`config.mk`:
```
export PLATFORM = sky130hd
export DESIGN_NAME = reno_congestion_window_control_top_flat
export DESIGN_NICKNAME = d
export VERILOG_FILES = /design/src/hw/rtl/reno_cwc_pkg.sv /design/src/hw/rtl/reno_cwc_if.sv /design/src/hw/rtl/reno_congestion_window_control_top.sv /design/src/flat_wrapper.sv
export SDC_FILE = /design/constraint.sdc
export NUM_CORES = 1
export LEC_CHECK = 0
export ABC_AREA = 1
export BUFFER_PORTS_ARGS = -buffer_cell sky130_fd_sc_hd__clkbuf_2
export CORE_ASPECT_RATIO = 0.8
export CORE_MARGIN = 4
export CORE_UTILIZATION = 30
export DETAILED_ROUTE_END_ITERATION = 16
export PLACE_DENSITY_LB_ADDON = 0.15
export SYNTH_ARGS = -nofsm -noshare
export SYNTH_HDL_FRONTEND = slang
export SYNTH_SLANG_ARGS = --single-unit
```
`constraint.sdc`:
```
create_clock -name clk -period 6.6 [get_ports clk]
set_clock_uncertainty 0.05 [all_clocks]
set_input_delay 0.66 -clock clk [delete_from_list [all_inputs] [get_ports clk]]
set_output_delay 0.66 -clock clk [all_outputs]
set_load 0.02 [all_outputs]
```
`src/hw/rtl/reno_cwc_pkg.sv`:
```
`default_nettype none
package reno_cwc_pkg;

	localparam int WIN_W  = 24;
	localparam int ACK_FW = 16;
	localparam int DUP_W  = 3;
	localparam int CFG_IW = 2;

	localparam int FRAC_BITS_DEF = 8;
	localparam int SEQ_BITS_DEF  = 16;

	localparam logic [WIN_W-1:0] WIN_MAX      = {WIN_W{1'b1}};
	localparam logic [WIN_W-1:0] CWND_RST     = WIN_W'(256);
	localparam logic [WIN_W-1:0] SSTHRESH_RST = WIN_W'(10240);
	localparam logic [DUP_W-1:0] DUP_THR_RST  = DUP_W'(4);
	localparam logic [DUP_W-1:0] DUP_MAX      = DUP_W'(7);

	typedef enum logic [1:0] {
		MODE_ACK     = 2'd0,
		MODE_TIMEOUT = 2'd1,
		MODE_RESTART = 2'd2
	} mode_t;

	typedef enum logic [1:0] {
		PH_SLOW    = 2'd0,
		PH_AVOID   = 2'd1,
		PH_RECOVER = 2'd2
	} phase_t;

	typedef enum logic [1:0] {
		RETX_NONE    = 2'd0,
		RETX_FAST    = 2'd1,
		RETX_TIMEOUT = 2'd2
	} retx_t;

	typedef enum logic [CFG_IW-1:0] {
		CFG_INIT_WINDOW = 2'd0,
		CFG_INIT_THRESH = 2'd1,
		CFG_DUP_THRESH  = 2'd2
	} cfg_idx_t;

endpackage
`default_nettype wire

```
`src/hw/rtl/reno_cwc_if.sv`:
```
`default_nettype none
interface reno_cwc_evt_if import reno_cwc_pkg::*; ();
	logic              valid;
	logic              ready;
	logic [1:0]        mode;
	logic [ACK_FW-1:0] ack_number;

	modport source (output valid, output mode, output ack_number, input ready);
	modport sink (input valid, input mode, input ack_number, output ready);
endinterface

interface reno_cwc_rsp_if import reno_cwc_pkg::*; ();
	logic             valid;
	logic             ready;
	logic [WIN_W-1:0] window;
	logic [WIN_W-1:0] threshold;
	logic [1:0]       phase;
	logic [1:0]       retransmit;
	logic             was_duplicate;

	modport source (output valid, output window, output threshold, output phase,
		output retransmit, output was_duplicate, input ready);
	modport sink (input valid, input window, input threshold, input phase,
		input retransmit, input was_duplicate, output ready);
endinterface

interface reno_cwc_cfg_if import reno_cwc_pkg::*; ();
	logic              valid;
	logic              ready;
	logic [CFG_IW-1:0] index;
	logic [WIN_W-1:0]  data;

	modport source (output valid, output index, output data, input ready);
	modport sink (input valid, input index, input data, output ready);
endinterface
`default_nettype wire

```
`src/hw/rtl/reno_congestion_window_control_top.sv`:
```
// an accepted event goes from the idle state to the push state, which loads the output
// register; a new ack in avoidance first passes the divide and add states, the restoring
// divider giving one quotient bit a cycle; a new event is taken only back in the idle state
// a finished item waits in the output register while the next one is accepted
// reset (asynchronous): slow start, cwnd 256, ssthresh 10240, no remembered ack,
// registers back to 256, 10240 and 4; no clearing pass
`default_nettype none
module reno_congestion_window_control_top import reno_cwc_pkg::*; #(
	parameter int FRAC_BITS = FRAC_BITS_DEF,
	parameter int SEQ_BITS  = SEQ_BITS_DEF
) (
	input  wire logic      clk,
	input  wire logic      arst_n,
	reno_cwc_cfg_if.sink   cfg,
	reno_cwc_evt_if.sink   evt,
	reno_cwc_rsp_if.source rsp
);

	localparam int QW    = 2 * FRAC_BITS + 1;
	localparam int CNT_W = $clog2(QW + 1);
	localparam int RW    = WIN_W + 1;
	localparam int SUM_W = ((QW > WIN_W) ? QW : WIN_W) + 1;
	localparam int ACK_W = (SEQ_BITS < ACK_FW) ? SEQ_BITS : ACK_FW;

	localparam logic [WIN_W-1:0] ONE_MSS   = WIN_W'(64'd1 << FRAC_BITS);
	localparam logic [WIN_W-1:0] THREE_MSS = WIN_W'(64'd3 << FRAC_BITS);
	localparam logic [QW-1:0]    NUM_INIT  = QW'(1) << (QW - 1);

	typedef enum logic [1:0] {
		S_IDLE,
		S_DIV,
		S_ADD,
		S_PUSH
	} state_t;

	state_t           state_q;
	phase_t           phase_q;
	logic [WIN_W-1:0] cwnd_q;
	logic [WIN_W-1:0] ssthresh_q;
	logic [ACK_W-1:0] last_ack_q;
	logic             last_valid_q;
	logic [DUP_W-1:0] dup_cnt_q;
	logic [WIN_W-1:0] init_win_q;
	logic [WIN_W-1:0] init_thr_q;
	logic [DUP_W-1:0] dup_thr_q;
	retx_t            retx_q;
	logic             dup_q;

	// divider shift registers
	logic [RW-1:0]    rem_q;
	logic [QW-1:0]    num_q;
	logic [QW-1:0]    quot_q;
	logic [CNT_W-1:0] dcnt_q;

	logic             rsp_valid_q;
	logic [WIN_W-1:0] rsp_win_q;
	logic [WIN_W-1:0] rsp_thr_q;
	logic [1:0]       rsp_phase_q;
	logic [1:0]       rsp_retx_q;
	logic             rsp_dup_q;

	logic [ACK_W-1:0] ack_in;
	logic             is_dup;
	logic [DUP_W-1:0] cnt_inc;
	logic [WIN_W-1:0] half;
	logic [WIN_W-1:0] add_a;
	logic [SUM_W-1:0] add_b;
	logic [SUM_W-1:0] sum;
	logic [WIN_W-1:0] sat;
	logic [RW-1:0]    trial;
	logic             fits;
	logic [RW-1:0]    trial_sub;

	phase_t           n_phase;
	logic [WIN_W-1:0] n_cwnd;
	logic [WIN_W-1:0] n_ssthresh;
	logic [ACK_W-1:0] n_last_ack;
	logic             n_last_valid;
	logic [DUP_W-1:0] n_dup_cnt;
	retx_t            n_retx;
	logic             n_dup;
	logic             start_div;

	assign cfg.ready         = 1'b1;
	assign evt.ready         = (state_q == S_IDLE);
	assign rsp.valid         = rsp_valid_q;
	assign rsp.window        = rsp_win_q;
	assign rsp.threshold     = rsp_thr_q;
	assign rsp.phase         = rsp_phase_q;
	assign rsp.retransmit    = rsp_retx_q;
	assign rsp.was_duplicate = rsp_dup_q;

	// one divider step: shift in the next numerator bit, subtract when it fits
	assign trial     = {rem_q[RW-2:0], num_q[QW-1]};
	assign fits      = (trial >= {1'b0, cwnd_q});
	assign trial_sub = trial - {1'b0, cwnd_q};

	always_comb begin
		ack_in  = evt.ack_number[ACK_W-1:0];
		is_dup  = last_valid_q && (ack_in == last_ack_q);
		cnt_inc = (dup_cnt_q < DUP_MAX) ? DUP_W'(dup_cnt_q + DUP_W'(1)) : dup_cnt_q;
		half    = cwnd_q >> 1;

		// one shared saturating adder
		if (state_q == S_ADD) begin
			add_a = cwnd_q;
			add_b = SUM_W'(quot_q);
		end else if (is_dup && (phase_q != PH_RECOVER)) begin
			add_a = half;
			add_b = SUM_W'(THREE_MSS);
		end else begin
			add_a = cwnd_q;
			add_b = SUM_W'(ONE_MSS);
		end
		sum = SUM_W'(add_a) + add_b;
		sat = (sum > SUM_W'(WIN_MAX)) ? WIN_MAX : sum[WIN_W-1:0];

		n_phase      = phase_q;
		n_cwnd       = cwnd_q;
		n_ssthresh   = ssthresh_q;
		n_last_ack   = last_ack_q;
		n_last_valid = last_valid_q;
		n_dup_cnt    = dup_cnt_q;
		n_retx       = RETX_NONE;
		n_dup        = 1'b0;
		start_div    = 1'b0;

		unique case (evt.mode)
			MODE_ACK: begin
				if (is_dup) begin
					n_dup = 1'b1;
					if (phase_q == PH_RECOVER) begin
						n_cwnd = sat;
					end else begin
						n_dup_cnt = cnt_inc;
						if (cnt_inc >= dup_thr_q) begin
							n_ssthresh = half;
							n_cwnd     = sat;
							n_phase    = PH_RECOVER;
							n_retx     = RETX_FAST;
						end
					end
				end else begin
					n_last_ack   = ack_in;
					n_last_valid = 1'b1;
					n_dup_cnt    = DUP_W'(1);
					unique case (phase_q)
						PH_SLOW: begin
							n_cwnd = sat;
							if (sat >= ssthresh_q) begin
								n_phase = PH_AVOID;
							end
						end
						PH_AVOID: begin
							if (cwnd_q == '0) begin
								n_cwnd = WIN_MAX;
							end else begin
								start_div = 1'b1;
							end
						end
						PH_RECOVER: begin
							n_cwnd  = ssthresh_q;
							n_phase = PH_AVOID;
						end
						default: begin
							n_phase = phase_q;
						end
					endcase
				end
			end
			MODE_TIMEOUT: begin
				n_ssthresh   = half;
				n_cwnd       = ONE_MSS;
				n_phase      = PH_SLOW;
				n_last_valid = 1'b0;
				n_dup_cnt    = '0;
				n_retx       = RETX_TIMEOUT;
			end
			MODE_RESTART: begin
				n_cwnd       = init_win_q;
				n_ssthresh   = init_thr_q;
				n_phase      = PH_SLOW;
				n_last_ack   = '0;
				n_last_valid = 1'b0;
				n_dup_cnt    = '0;
			end
			default: begin
				n_retx = RETX_NONE;
			end
		endcase
	end

	always_ff @(posedge clk or negedge arst_n) begin
		if (!arst_n) begin
			state_q      <= S_IDLE;
			phase_q      <= PH_SLOW;
			cwnd_q       <= CWND_RST;
			ssthresh_q   <= SSTHRESH_RST;
			last_ack_q   <= '0;
			last_valid_q <= 1'b0;
			dup_cnt_q    <= '0;
			init_win_q   <= CWND_RST;
			init_thr_q   <= SSTHRESH_RST;
			dup_thr_q    <= DUP_THR_RST;
			retx_q       <= RETX_NONE;
			dup_q        <= 1'b0;
			rem_q        <= '0;
			num_q        <= '0;
			quot_q       <= '0;
			dcnt_q       <= '0;
			rsp_valid_q  <= 1'b0;
			rsp_win_q    <= '0;
			rsp_thr_q    <= '0;
			rsp_phase_q  <= '0;
			rsp_retx_q   <= '0;
			rsp_dup_q    <= 1'b0;
		end else begin
			if (cfg.valid) begin
				unique case (cfg.index)
					CFG_INIT_WINDOW: init_win_q <= cfg.data;
					CFG_INIT_THRESH: init_thr_q <= cfg.data;
					CFG_DUP_THRESH:  dup_thr_q  <= cfg.data[DUP_W-1:0];
					default: begin
						dup_thr_q <= dup_thr_q;
					end
				endcase
			end

			// the push state reloads the output register itself
			if (rsp_valid_q && rsp.ready && (state_q != S_PUSH)) begin
				rsp_valid_q <= 1'b0;
			end

			unique case (state_q)
				S_IDLE: begin
					if (evt.valid) begin
						phase_q      <= n_phase;
						cwnd_q       <= n_cwnd;
						ssthresh_q   <= n_ssthresh;
						last_ack_q   <= n_last_ack;
						last_valid_q <= n_last_valid;
						dup_cnt_q    <= n_dup_cnt;
						retx_q       <= n_retx;
						dup_q        <= n_dup;
						if (start_div) begin
							rem_q   <= '0;
							num_q   <= NUM_INIT;
							quot_q  <= '0;
							dcnt_q  <= CNT_W'(QW);
							state_q <= S_DIV;
						end else begin
							state_q <= S_PUSH;
						end
					end
				end
				S_DIV: begin
					rem_q  <= fits ? trial_sub : trial;
					num_q  <= num_q << 1;
					quot_q <= {quot_q[QW-2:0], fits};
					dcnt_q <= dcnt_q - CNT_W'(1);
					if (dcnt_q == CNT_W'(1)) begin
						state_q <= S_ADD;
					end
				end
				S_ADD: begin
					cwnd_q  <= sat;
					state_q <= S_PUSH;
				end
				S_PUSH: begin
					if (!rsp_valid_q || rsp.ready) begin
						rsp_valid_q <= 1'b1;
						rsp_win_q   <= cwnd_q;
						rsp_thr_q   <= ssthresh_q;
						rsp_phase_q <= phase_q;
						rsp_retx_q  <= retx_q;
						rsp_dup_q   <= dup_q;
						state_q     <= S_IDLE;
					end
				end
				default: begin
					state_q <= S_IDLE;
				end
			endcase
		end
	end

endmodule
`default_nettype wire

```
`src/flat_wrapper.sv`:
```
// flat-port wrapper written by rule: the top's interface ports become plain ports
module reno_congestion_window_control_top_flat import reno_cwc_pkg::*;
#(
	parameter int FRAC_BITS = FRAC_BITS_DEF,
	parameter int SEQ_BITS  = SEQ_BITS_DEF
)
  (clk, arst_n, cfg_valid, cfg_index, cfg_data, cfg_ready, evt_valid, evt_mode, evt_ack_number, evt_ready, rsp_valid, rsp_window, rsp_threshold, rsp_phase, rsp_retransmit, rsp_was_duplicate, rsp_ready);
  reno_cwc_cfg_if cfg_i ();
  reno_cwc_evt_if evt_i ();
  reno_cwc_rsp_if rsp_i ();
  input  wire logic clk;
  input  wire logic arst_n;
  input wire logic [$bits(cfg_i.valid)-1:0] cfg_valid;
  input wire logic [$bits(cfg_i.index)-1:0] cfg_index;
  input wire logic [$bits(cfg_i.data)-1:0] cfg_data;
  output wire logic [$bits(cfg_i.ready)-1:0] cfg_ready;
  input wire logic [$bits(evt_i.valid)-1:0] evt_valid;
  input wire logic [$bits(evt_i.mode)-1:0] evt_mode;
  input wire logic [$bits(evt_i.ack_number)-1:0] evt_ack_number;
  output wire logic [$bits(evt_i.ready)-1:0] evt_ready;
  output wire logic [$bits(rsp_i.valid)-1:0] rsp_valid;
  output wire logic [$bits(rsp_i.window)-1:0] rsp_window;
  output wire logic [$bits(rsp_i.threshold)-1:0] rsp_threshold;
  output wire logic [$bits(rsp_i.phase)-1:0] rsp_phase;
  output wire logic [$bits(rsp_i.retransmit)-1:0] rsp_retransmit;
  output wire logic [$bits(rsp_i.was_duplicate)-1:0] rsp_was_duplicate;
  input wire logic [$bits(rsp_i.ready)-1:0] rsp_ready;
  assign cfg_i.valid = cfg_valid;
  assign cfg_i.index = cfg_index;
  assign cfg_i.data = cfg_data;
  assign cfg_ready = cfg_i.ready;
  assign evt_i.valid = evt_valid;
  assign evt_i.mode = evt_mode;
  assign evt_i.ack_number = evt_ack_number;
  assign evt_ready = evt_i.ready;
  assign rsp_valid = rsp_i.valid;
  assign rsp_window = rsp_i.window;
  assign rsp_threshold = rsp_i.threshold;
  assign rsp_phase = rsp_i.phase;
  assign rsp_retransmit = rsp_i.retransmit;
  assign rsp_was_duplicate = rsp_i.was_duplicate;
  assign rsp_i.ready = rsp_ready;
  reno_congestion_window_control_top #(.FRAC_BITS(FRAC_BITS), .SEQ_BITS(SEQ_BITS)) u_core (.clk(clk), .arst_n(arst_n), .cfg(cfg_i), .evt(evt_i), .rsp(rsp_i));
endmodule
```
Word-level counts from Yosys, hierarchy flattened. Index checks and enable logic that the tools add are counted.

Register bits after elaboration: 243. Bits of input ports: 49. Output and inout bits: 56. Logic and storage cells: 152.

Add/subtract/negate cells: 4. Reduce and logical (&&, ||, !) cells: 30. Magnitude comparators: 5. Muxes and demuxes: 62. Eq/ne operators: 29.

Operator list (number): $mux 24 (14); $pmux 24 s3 (3); $pmux 24 s2 (2); $mux 17 (5); $pmux 17 s2 (2); $pmux 16 s2 (1); $add 24x17->25 (1); $ge 25x24->1 (1); $gt 25x24->1 const B (1); $ge 24x24->1 (1); $logic_not 24->1 (1); $sub 24x24->24 (1); $mux 2 (10); $eq 16x16->1 (1); $mux 16 (1); $pmux 2 s2 (3); $reduce_and 4->1 (3); $reduce_and 6->1 (2); $mux 1 (11); $eq 2x2->1 const B (5); $mux 10 (1); $mux 5 (2); $ne 2x1->1 const B (5); $ne 2x2->1 const B (5); 27 further kinds (48).

Longest topological paths before layout. Gate-level depths: netlist of the first run.

Depth in word-level cells: 14. Mapped depth: 39. Depth with buffers taken out: 37.

Worst setup path before layout of the first run. Ideal clock, no wire load.

Path kind: input-to-reg. Start point: input port evt_ack_number[15]. End point: register u_core.phase_q[0]. Stages on the path: 38. Arrival: 4713 ps. Setup slack: 1703 ps. Data required time: 6416 ps. Buffers on the path: 2. Path through: inv_1 -> nand2_1 -> nand2_1 -> nor2_1 -> nand2_1 -> nor2_1 -> nand3_2 -> nor2_4 -> nand2_2 -> clkbuf_1 -> nand2_1 -> o21ai_0 -> ha_1 -> fa_1 -> a21oi_1 -> o21bai_1 -> nand4_1 -> nand2_1 -> (+2 left out) -> nand3_1 -> nand2_2 -> nand3_4 -> buf_12 -> nand2_4 -> ha_1 -> nand2_1 -> inv_1 -> nand3_1 -> inv_1 -> nand2_1 -> o211ai_1 -> nand2_1 -> o2111ai_1 -> nor2_1 -> nand3_1 -> o21ai_0 -> o21ai_0.

Cells in the longest elaborated chain, start to end: 11.

Ends and longest elaborated chain: start: declaration (line flat_wrapper.sv:19) `input wire logic [$bits(evt_i.ack_number)-1:0] evt_ack_number;`; $eq 16x16->1 (*) (line reno_congestion_window_control_top.sv:100) `is_dup = last_valid_q && (ack_in == last_ack_q);`; $logic_and 1x1->1 (*) (line reno_congestion_window_control_top.sv:100); $logic_and 1x1->1 (line reno_congestion_window_control_top.sv:108) `end else if (is_dup && (phase_q != PH_RECOVER)) begin`; $mux 24 / $mux 10 (equally long branches) (line reno_congestion_window_control_top.sv:108); $mux 24 / $mux 17 (equally long branches) (line reno_congestion_window_control_top.sv:105) `if (state_q == S_ADD) begin`; $add 24x17->25 (line reno_congestion_window_control_top.sv:115) `sum = SUM_W'(add_a) + add_b;`; $gt 25x24->1 (line reno_congestion_window_control_top.sv:116) `sat = (sum > SUM_W'(WIN_MAX)) ? WIN_MAX : sum[WIN_W-1:0];`; $mux 24 (line reno_congestion_window_control_top.sv:116); $ge 24x24->1 (line reno_congestion_window_control_top.sv:150) `if (sat >= ssthresh_q) begin`; $ne 4x2->1 (no line); $reduce_and 7->1 (no line); end signal: assignment (line reno_congestion_window_control_top.sv:237) `phase_q <= n_phase;`; end: declaration (line reno_congestion_window_control_top.sv:37) `phase_t phase_q;`.

Every way passes the cells marked *; elsewhere a longest branch is shown, timed or not. A chain may end at the register's enable or synchronous reset.

Final worst setup path of the first run.
Start point: register u_core.phase_q[0]. End point: register u_core.phase_q[0].

Cells in the longest elaborated chain, start to end: 10.

Ends and longest elaborated chain (line): $ne 2x2->1 (reno_congestion_window_control_top.sv:108); $logic_and 1x1->1 (reno_congestion_window_control_top.sv:108); $mux 24 / $mux 10 (equally long branches) (reno_congestion_window_control_top.sv:108); $mux 24 / $mux 17 (equally long branches) (reno_congestion_window_control_top.sv:105); $add 24x17->25 (reno_congestion_window_control_top.sv:115); $gt 25x24->1 (reno_congestion_window_control_top.sv:116); $mux 24 (reno_congestion_window_control_top.sv:116); $ge 24x24->1 (reno_congestion_window_control_top.sv:150); $ne 4x2->1 (no line); $reduce_and 7->1 (no line).

Several ways; a longest one is shown, not always the timed one.

==> results of run 1 <==
[layer usage]
| layer | wire length (um) | vias to the layer above |
|---|---|---|
| li1 | - | 6369 |
| met1 | 21700 | 6075 |
| met2 | 20300 | 248 |
| met3 | 1710 | 62 |
| met4 | 986 | 0 |
| met5 | 0 | - |
[worst reg2reg max path, delay by kind of cell (launching register included)]
kind / cells / cell delay (ns)
and+or+nand+nor: 11 / 1.87
buffers and inverters: 2 / 0.63
adders and majority gates: 3 / 0.90
AOI/OAI and AO/OA: 10 / 1.79
DFF: 1 / 0.39
[power groups by stage]
stage	Sequential (uW)	Combinational [uW]	Clock [uW]
2_1_floorplan	2210	2610	0
3_5_place_dp	2090	3590	0
5_1_grt	2120	4010	1600
3_3_place_gp	2090	3540	0
4_1_cts	2090	3770	1540
6_report	2090	3740	1480
[stage by stage]
stage / total power [uW] / cells / util / setup slack (ns) / hold WS (ns)
2_1_floorplan: 4820 / 1902 / - / 1.70 / 0.314
3_3_place_gp: 5620 / 2555 / 0.326 / 0.604 / 0.417
3_5_place_dp: 5680 / 2555 / 0.326 / 0.372 / 0.423
4_1_cts: 7400 / 2603 / 0.345 / 0.738 / 0.149
5_1_grt: 7730 / 2604 / 0.345 / 0.123 / 0.172
6_report: 7310 / 2604 / 0.345 / 0.889 / 0.107
[flip-flops by register name, summed over array words and instances (netlist names), 2 cells and up]
name,count
u_core.dcnt_q,5
u_core.rsp.retransmit,2
u_core.rsp.phase,2
u_core.init_win_q,24
u_core.cwnd_q,24
u_core.ssthresh_q,24
u_core.phase_q,2
u_core.dup_thr_q,3
u_core.init_thr_q,24
u_core.rsp.window,24
u_core.rem_q,24
u_core.state_q,2
u_core.last_ack_q,16
u_core.retx_q,2
u_core.dup_cnt_q,3
u_core.quot_q,17
u_core.rsp.threshold,24
[how the worst max path moves through the flow]
stage	cells past startpoint	endpoint	from	slack, ns
3_3_place_gp	34	u_core.phase_q[1]	evt_ack_number[10]	0.60
4_1_cts	34	u_core.phase_q[0]	u_core.last_ack_q[7]	0.74
3_5_place_dp	34	u_core.phase_q[0]	evt_ack_number[10]	0.37
6_report	26	u_core.phase_q[0]	u_core.phase_q[0]	0.89
2_1_floorplan	38	u_core.phase_q[0]	evt_ack_number[15]	1.70
5_1_grt	36	u_core.phase_q[0]	u_core.last_ack_q[14]	0.12
[area by class of cell]
cell class	instances	share of cell area
inverter	234	0.0542
tap	620	0.0479
clock inverter	8	0.00432
sequential	227	0.351
clock buffer	40	0.0490
timing repair buffer	114	0.0383
multi-input combinational	1361	0.455
[synthesized netlist by cell type, drive strengths merged (5+ instances only)]
| cell type | instances | area, um2 |
|---|---|---|
| o21bai | 7 | 52.6 |
| ha | 82 | 1030 |
| o22ai | 17 | 106 |
| nand4 | 20 | 146 |
| nand3 | 63 | 338 |
| a21oi | 106 | 531 |
| xnor2 | 26 | 228 |
| nor4 | 5 | 31.3 |
| buf | 18 | 106 |
| o211ai | 32 | 240 |
| clkbuf | 63 | 236 |
| nand2 | 564 | 2220 |
| xor2 | 17 | 149 |
| o2111ai | 25 | 219 |
| nor2 | 94 | 383 |
| a31oi | 5 | 31.3 |
| o21ai | 262 | 1350 |
| nor3 | 9 | 45.0 |
| dfrtp | 220 | 5510 |
| inv | 233 | 875 |
| dfstp | 7 | 184 |
[cell families after synthesis]
group           Yosys count
xor+xnor                 43
fa+ha+maj                84
flops                   227
other cells               1
simple gates            759
mux                       1
buf+inv                 315
compound gates          472
==> qor.yml, run 1 <==
global_route:
  met3_usage: 0.0220
  grt_max_degree: 120
  grt_usage: 0.172
  gr-total-overflow: 0
  grt.busiest_layer: "met2"
  antenna_found_initial: 1
  use_met2: 0.277
  grt_pass1_wl_um: 71100
  grt_pass1_vias: 12400
  use_met1: 0.248
synth:
  synth_simple_gate_area_frac: 0.224
  synth-compound-area-share: 0.188
  async_reset_ff_frac: 1.00
  synth_edf_count: 0
  syn_area_um2: 14200
  syn_area_per_cell_um2: 7.48
  ys_types: 53
  synth_seq_area_share: 0.400
  synthCells: 1902
  synthMuxAreaShare: 0.000791
  synthAdderAreaFrac: 0.0749
  synth_nets: 2035
  synth_top_family_by_area: "simple AND/OR/NAND/NOR gates"
  ys_ff_latch: 227
  yosys_warnings: 0
  synth_xor_xnor_area_share: 0.0265
  ys.flop_type: "dfrtp_1"
cells_and_area:
  fin_nets: 2098
  layout_commonest_cell: "nand2_1"
  n_antenna_cell: 0
  multi_input_area_um2: 7380
  drive_gt1_frac: 0.111
  ff_latch_area_um2: 5690
  nFillCells: 5059
  synthToLayoutAreaGrowth_pct: 13.9
  stdcell_area_um2: 16200
  most-common-layout-cells: "nand2_1 (541), o21ai_0 (237), inv_1 (224)"
floorplanning:
  die_w_um: 252
  die-area_um2: 51000
  start_util: 0.303
  boundaryPins: 105
  fp.coreArea_um2: 47000
  rows: 71
  fp.dieH_um: 203
power:
  cell_internal_pwr_uw: 3880
  p_seq_frac: 0.285
  peakVddDrop_uv: 250
  p_sw_frac: 0.469
  clockPowerShare: 0.203
  p_sw_uw: 3430
  pwr_density_cell_nw_per_um2: 451
  leakage_uw: 0.00823
  power_frac_comb: 0.512
sta:
  fmax_mhz: 175
  worst_pin_slew_ns: 1.09
  slew_viol_final: 0
  final.setup.tns_ns: 0
  setup-violations-final: 0
  slew_headroom: 0.274
  hold_violations: 0
  period_share: 0.865
  period_minus_slack_ns: 5.71
  rsz0062_at_grt: "false"
routing:
  drt-total-wl_um: 44600
  drt_iter0_drc: 860
  antenna_left: 0
  drc: 0
  wl_per_cell_um: 17.1
  vias_per_cell: 4.90
  vias: 12800
  drtPass1Iterations: 7
hold_path:
  min_path_type: "in2async"
setup_path:
  critPathLaunchType: "flip-flop"
  rr_worst_depth: 26
  crit_path_end_kind: "flip-flop"
  cpMaxStageDelayCell: "inv_2"
  r2r_end: "u_core.phase_q[0]"
  arrival_ns: 6.13
  reg2reg_slack_ns: 0.89
  crit_buf_inv: 2
  cp_max_fo: 28
  worst-endpoint-required_ns: 7.02
  worst_path_dominant_cell_family: "simple AND/OR/NAND/NOR gates"
  crit_type: "reg2reg"
  reg2reg_from: "u_core.phase_q[0]"
  max_stage_delay_ns: 0.53
cts:
  h-tree-depth: 1
  cts.sinks: 227
  cts_setup_buffers: 0
  clk_path_buf_depth: 3
  insertion_delay_ns: 0.55
  cts_tree: "yes"
  cts_root_buf: "clkbuf_16"
  cts_buffers: 27
  cts_hold_buf: 0
  cts.clk_slew.worst_paths_ns: 0.06
  post_cts_resized: 0
job:
  drv_cap: 0
outcome:
  outcome: "finished, final reports clean"
place:
  routabilityCongestion: 0.889
  dp_hpwl_um: 32400
  place_area_um2: 15300
  io_buffers: 103
(Power assumes the default switching activity.)
==> run 2: changes to the inputs <==
Settings changed: CELL_PAD_IN_SITES_DETAIL_PLACEMENT set to 0, CELL_PAD_IN_SITES_GLOBAL_PLACEMENT set to 1.
==> qor.yml, run 2 (synthesis gave the netlist of run 1 again) <==
setup_path:
  worst-endpoint-required_ns: 6.96  # -0.06 ns
  cp_max_fo: 24  # -14%
  crit_buf_inv: 0  # -2
  crit_type: "reg2reg"
  crit_path_end_kind: "flip-flop"
  worst_path_dominant_cell_family: "simple AND/OR/NAND/NOR gates"
  max_stage_delay_ns: 0.43  # -0.10 ns
  arrival_ns: 6.15  # +0.02 ns
  crit_top_cell: "nand2_1"
  cpMaxStageDelayCell: "dfrtp_1"
  critPathLaunchType: "flip-flop"
cells_and_area:
  n_antenna_cell: 0  # unchanged
  synthToLayoutAreaGrowth_pct: 14.2
  drive_gt1_frac: 0.112  # +0.000838
  post-route-util: 0.346  # +0.000799
  fin_nets: 2100  # +0.095%
  stdcell_area_um2: 16200  # +0.23%
  fin_cells: 2607  # +0.12%
  most-common-layout-cells: "nand2_1 (541), o21ai_0 (237), inv_1 (224)"
  layout_commonest_cell: "nand2_1"
power:
  peakVddDrop_uv: 226  # -9.5%
  pwr_density_cell_nw_per_um2: 442  # -2.1%
  leakage_uw: 0.00825  # +0.17%
  design_power_total_uw: 7170  # -1.8%
sta:
  worst_pin_slew_ns: 1.11  # +0.0251 ns
  final.setup.tns_ns: 0  # unchanged
  fmax_mhz: 173  # -1.3%
  hold_violations: 0  # unchanged
  period_share: 0.877  # +0.0116
  slew_viol_final: 0  # unchanged
  rsz0062_at_grt: "false"
  slew_headroom: 0.256  # -0.0183
  setup-violations-final: 0  # unchanged
  period_minus_slack_ns: 5.79  # +0.0768 ns
floorplanning:
  die_w_um: 252  # unchanged
  fp.dieH_um: 203  # unchanged
  boundaryPins: 105  # unchanged
  start_util: 0.303  # unchanged
  fp.coreArea_um2: 47000  # unchanged
  rows: 71  # unchanged
  die-area_um2: 51000  # unchanged
routing:
  drtPass1Iterations: 5  # -2
  drc: 0  # unchanged
  vias: 12700  # -0.73%
  wl_per_cell_um: 17.4  # +1.3%
  drt_iter0_drc: 787  # -8.5%
  drt-total-wl_um: 45300  # +1.4%
  antenna_left: 0  # unchanged
  vias_per_cell: 4.86  # -0.84%
place:
  dp_hpwl_um: 33300  # +2.8%
  place_area_um2: 15300  # about the same
  routabilityCongestion: 0.861  # -3.1%
  io_buffers: 103  # unchanged
  placed_cells: 2557  # +0.078%
global_route:
  grt_max_degree: 137  # +14%
  grt_pass1_vias: 12400  # -0.0081%
  grt_usage: 0.175  # +0.00322
  grt_pass1_wl_um: 72000  # +1.3%
  antenna_found_initial: 0  # -1
  gr-total-overflow: 0  # unchanged
cts:
  cts.clk_slew.worst_paths_ns: 0.06  # about the same
  insertion_delay_ns: 0.55  # about the same
  cts_setup_buffers: 0  # unchanged
  cts_buffers: 27  # unchanged
  clk_path_buf_depth: 3  # unchanged
  cts.sinks: 227  # unchanged
  cts_hold_buf: 0  # unchanged
  cts_root_buf: "clkbuf_16"
  h-tree-depth: 1  # unchanged
  cts_tree: "yes"
outcome:
  outcome: "finished, final reports clean"
job:
  drv_cap: 0  # unchanged
hold_path:
  min_path_type: "in2async"
-- run 2: cell count changes in the layout (fill, tap and decap cells not counted), sizes merged --
cell / change
clkinv: +1
buf: +2
clkbuf: -1
bufinv: +1
-- run 2: final timing paths --
path                                 startpoint               endpoint  slack, ns  cells past startpoint
max                        u_core.last_ack_q[5]      u_core.phase_q[0]       0.81                     32
min                                      arst_n  u_core.last_ack_q[10]       0.03                      1
max reg2reg                u_core.last_ack_q[5]      u_core.phase_q[0]       0.81                     32
min reg2reg                    u_core.cwnd_q[8]       u_core.cwnd_q[8]       0.43                      2
max in group asynchronous                arst_n  u_core.init_thr_q[14]       5.20                      2
min in group clk                   cfg_data[13]  u_core.init_thr_q[13]       0.30                      3
-- run 2: area by class of cell --
class	instances	area, um2
fill	5086	30700
clock inverter	10	116
tap	620	776
inverter	234	878
sequential	227	5690
timing repair buffer	116	636
multi-input combinational	1361	7380
clock buffer	39	771
-- run 2: worst reg2reg max path: cells and delay by family, from the launching register on --
family	cells	cell delay [ns]
AOI/OAI and AO/OA	9	1.61
DFF	1	0.43
adders and majority gates	3	0.76
and+or+nand+nor	20	2.79
-- run 2: report_power, final --
part           switching (uW)  internal [uW]  total (uW)
clock network             626            889        1520
logic                    2450           1140        3590
registers                 254           1810        2070
total                    3340           3840        7170
-- run 2: per-layer routing --
layer,vias up,GRT usage,wire length (um),part of all wire
li1,6391,-,-,-
met4,0,0.0323,823,0.018
met1,5987,0.253,22000,0.49
met2,232,0.285,20900,0.46
met3,51,0.0211,1550,0.034
met5,-,0,0,0
-- run 2: what timing repair did --
action / 4_1_cts / 5_1_grt
gates resized for setup: 0 / 0
endpoints found under the hold margin: 0 / 0
setup endpoints to repair: 0 / 2
-- run 2: through the flow --
stage / setup WS [ns] / hold slack (ns)
floorplan: 1.70 / 0.314
global placement: 0.541 / 0.415
detailed placement: 0.233 / 0.421
CTS: 0.615 / 0.0853
global route: 0.0910 / 0.0889
finish: 0.812 / 0.0253
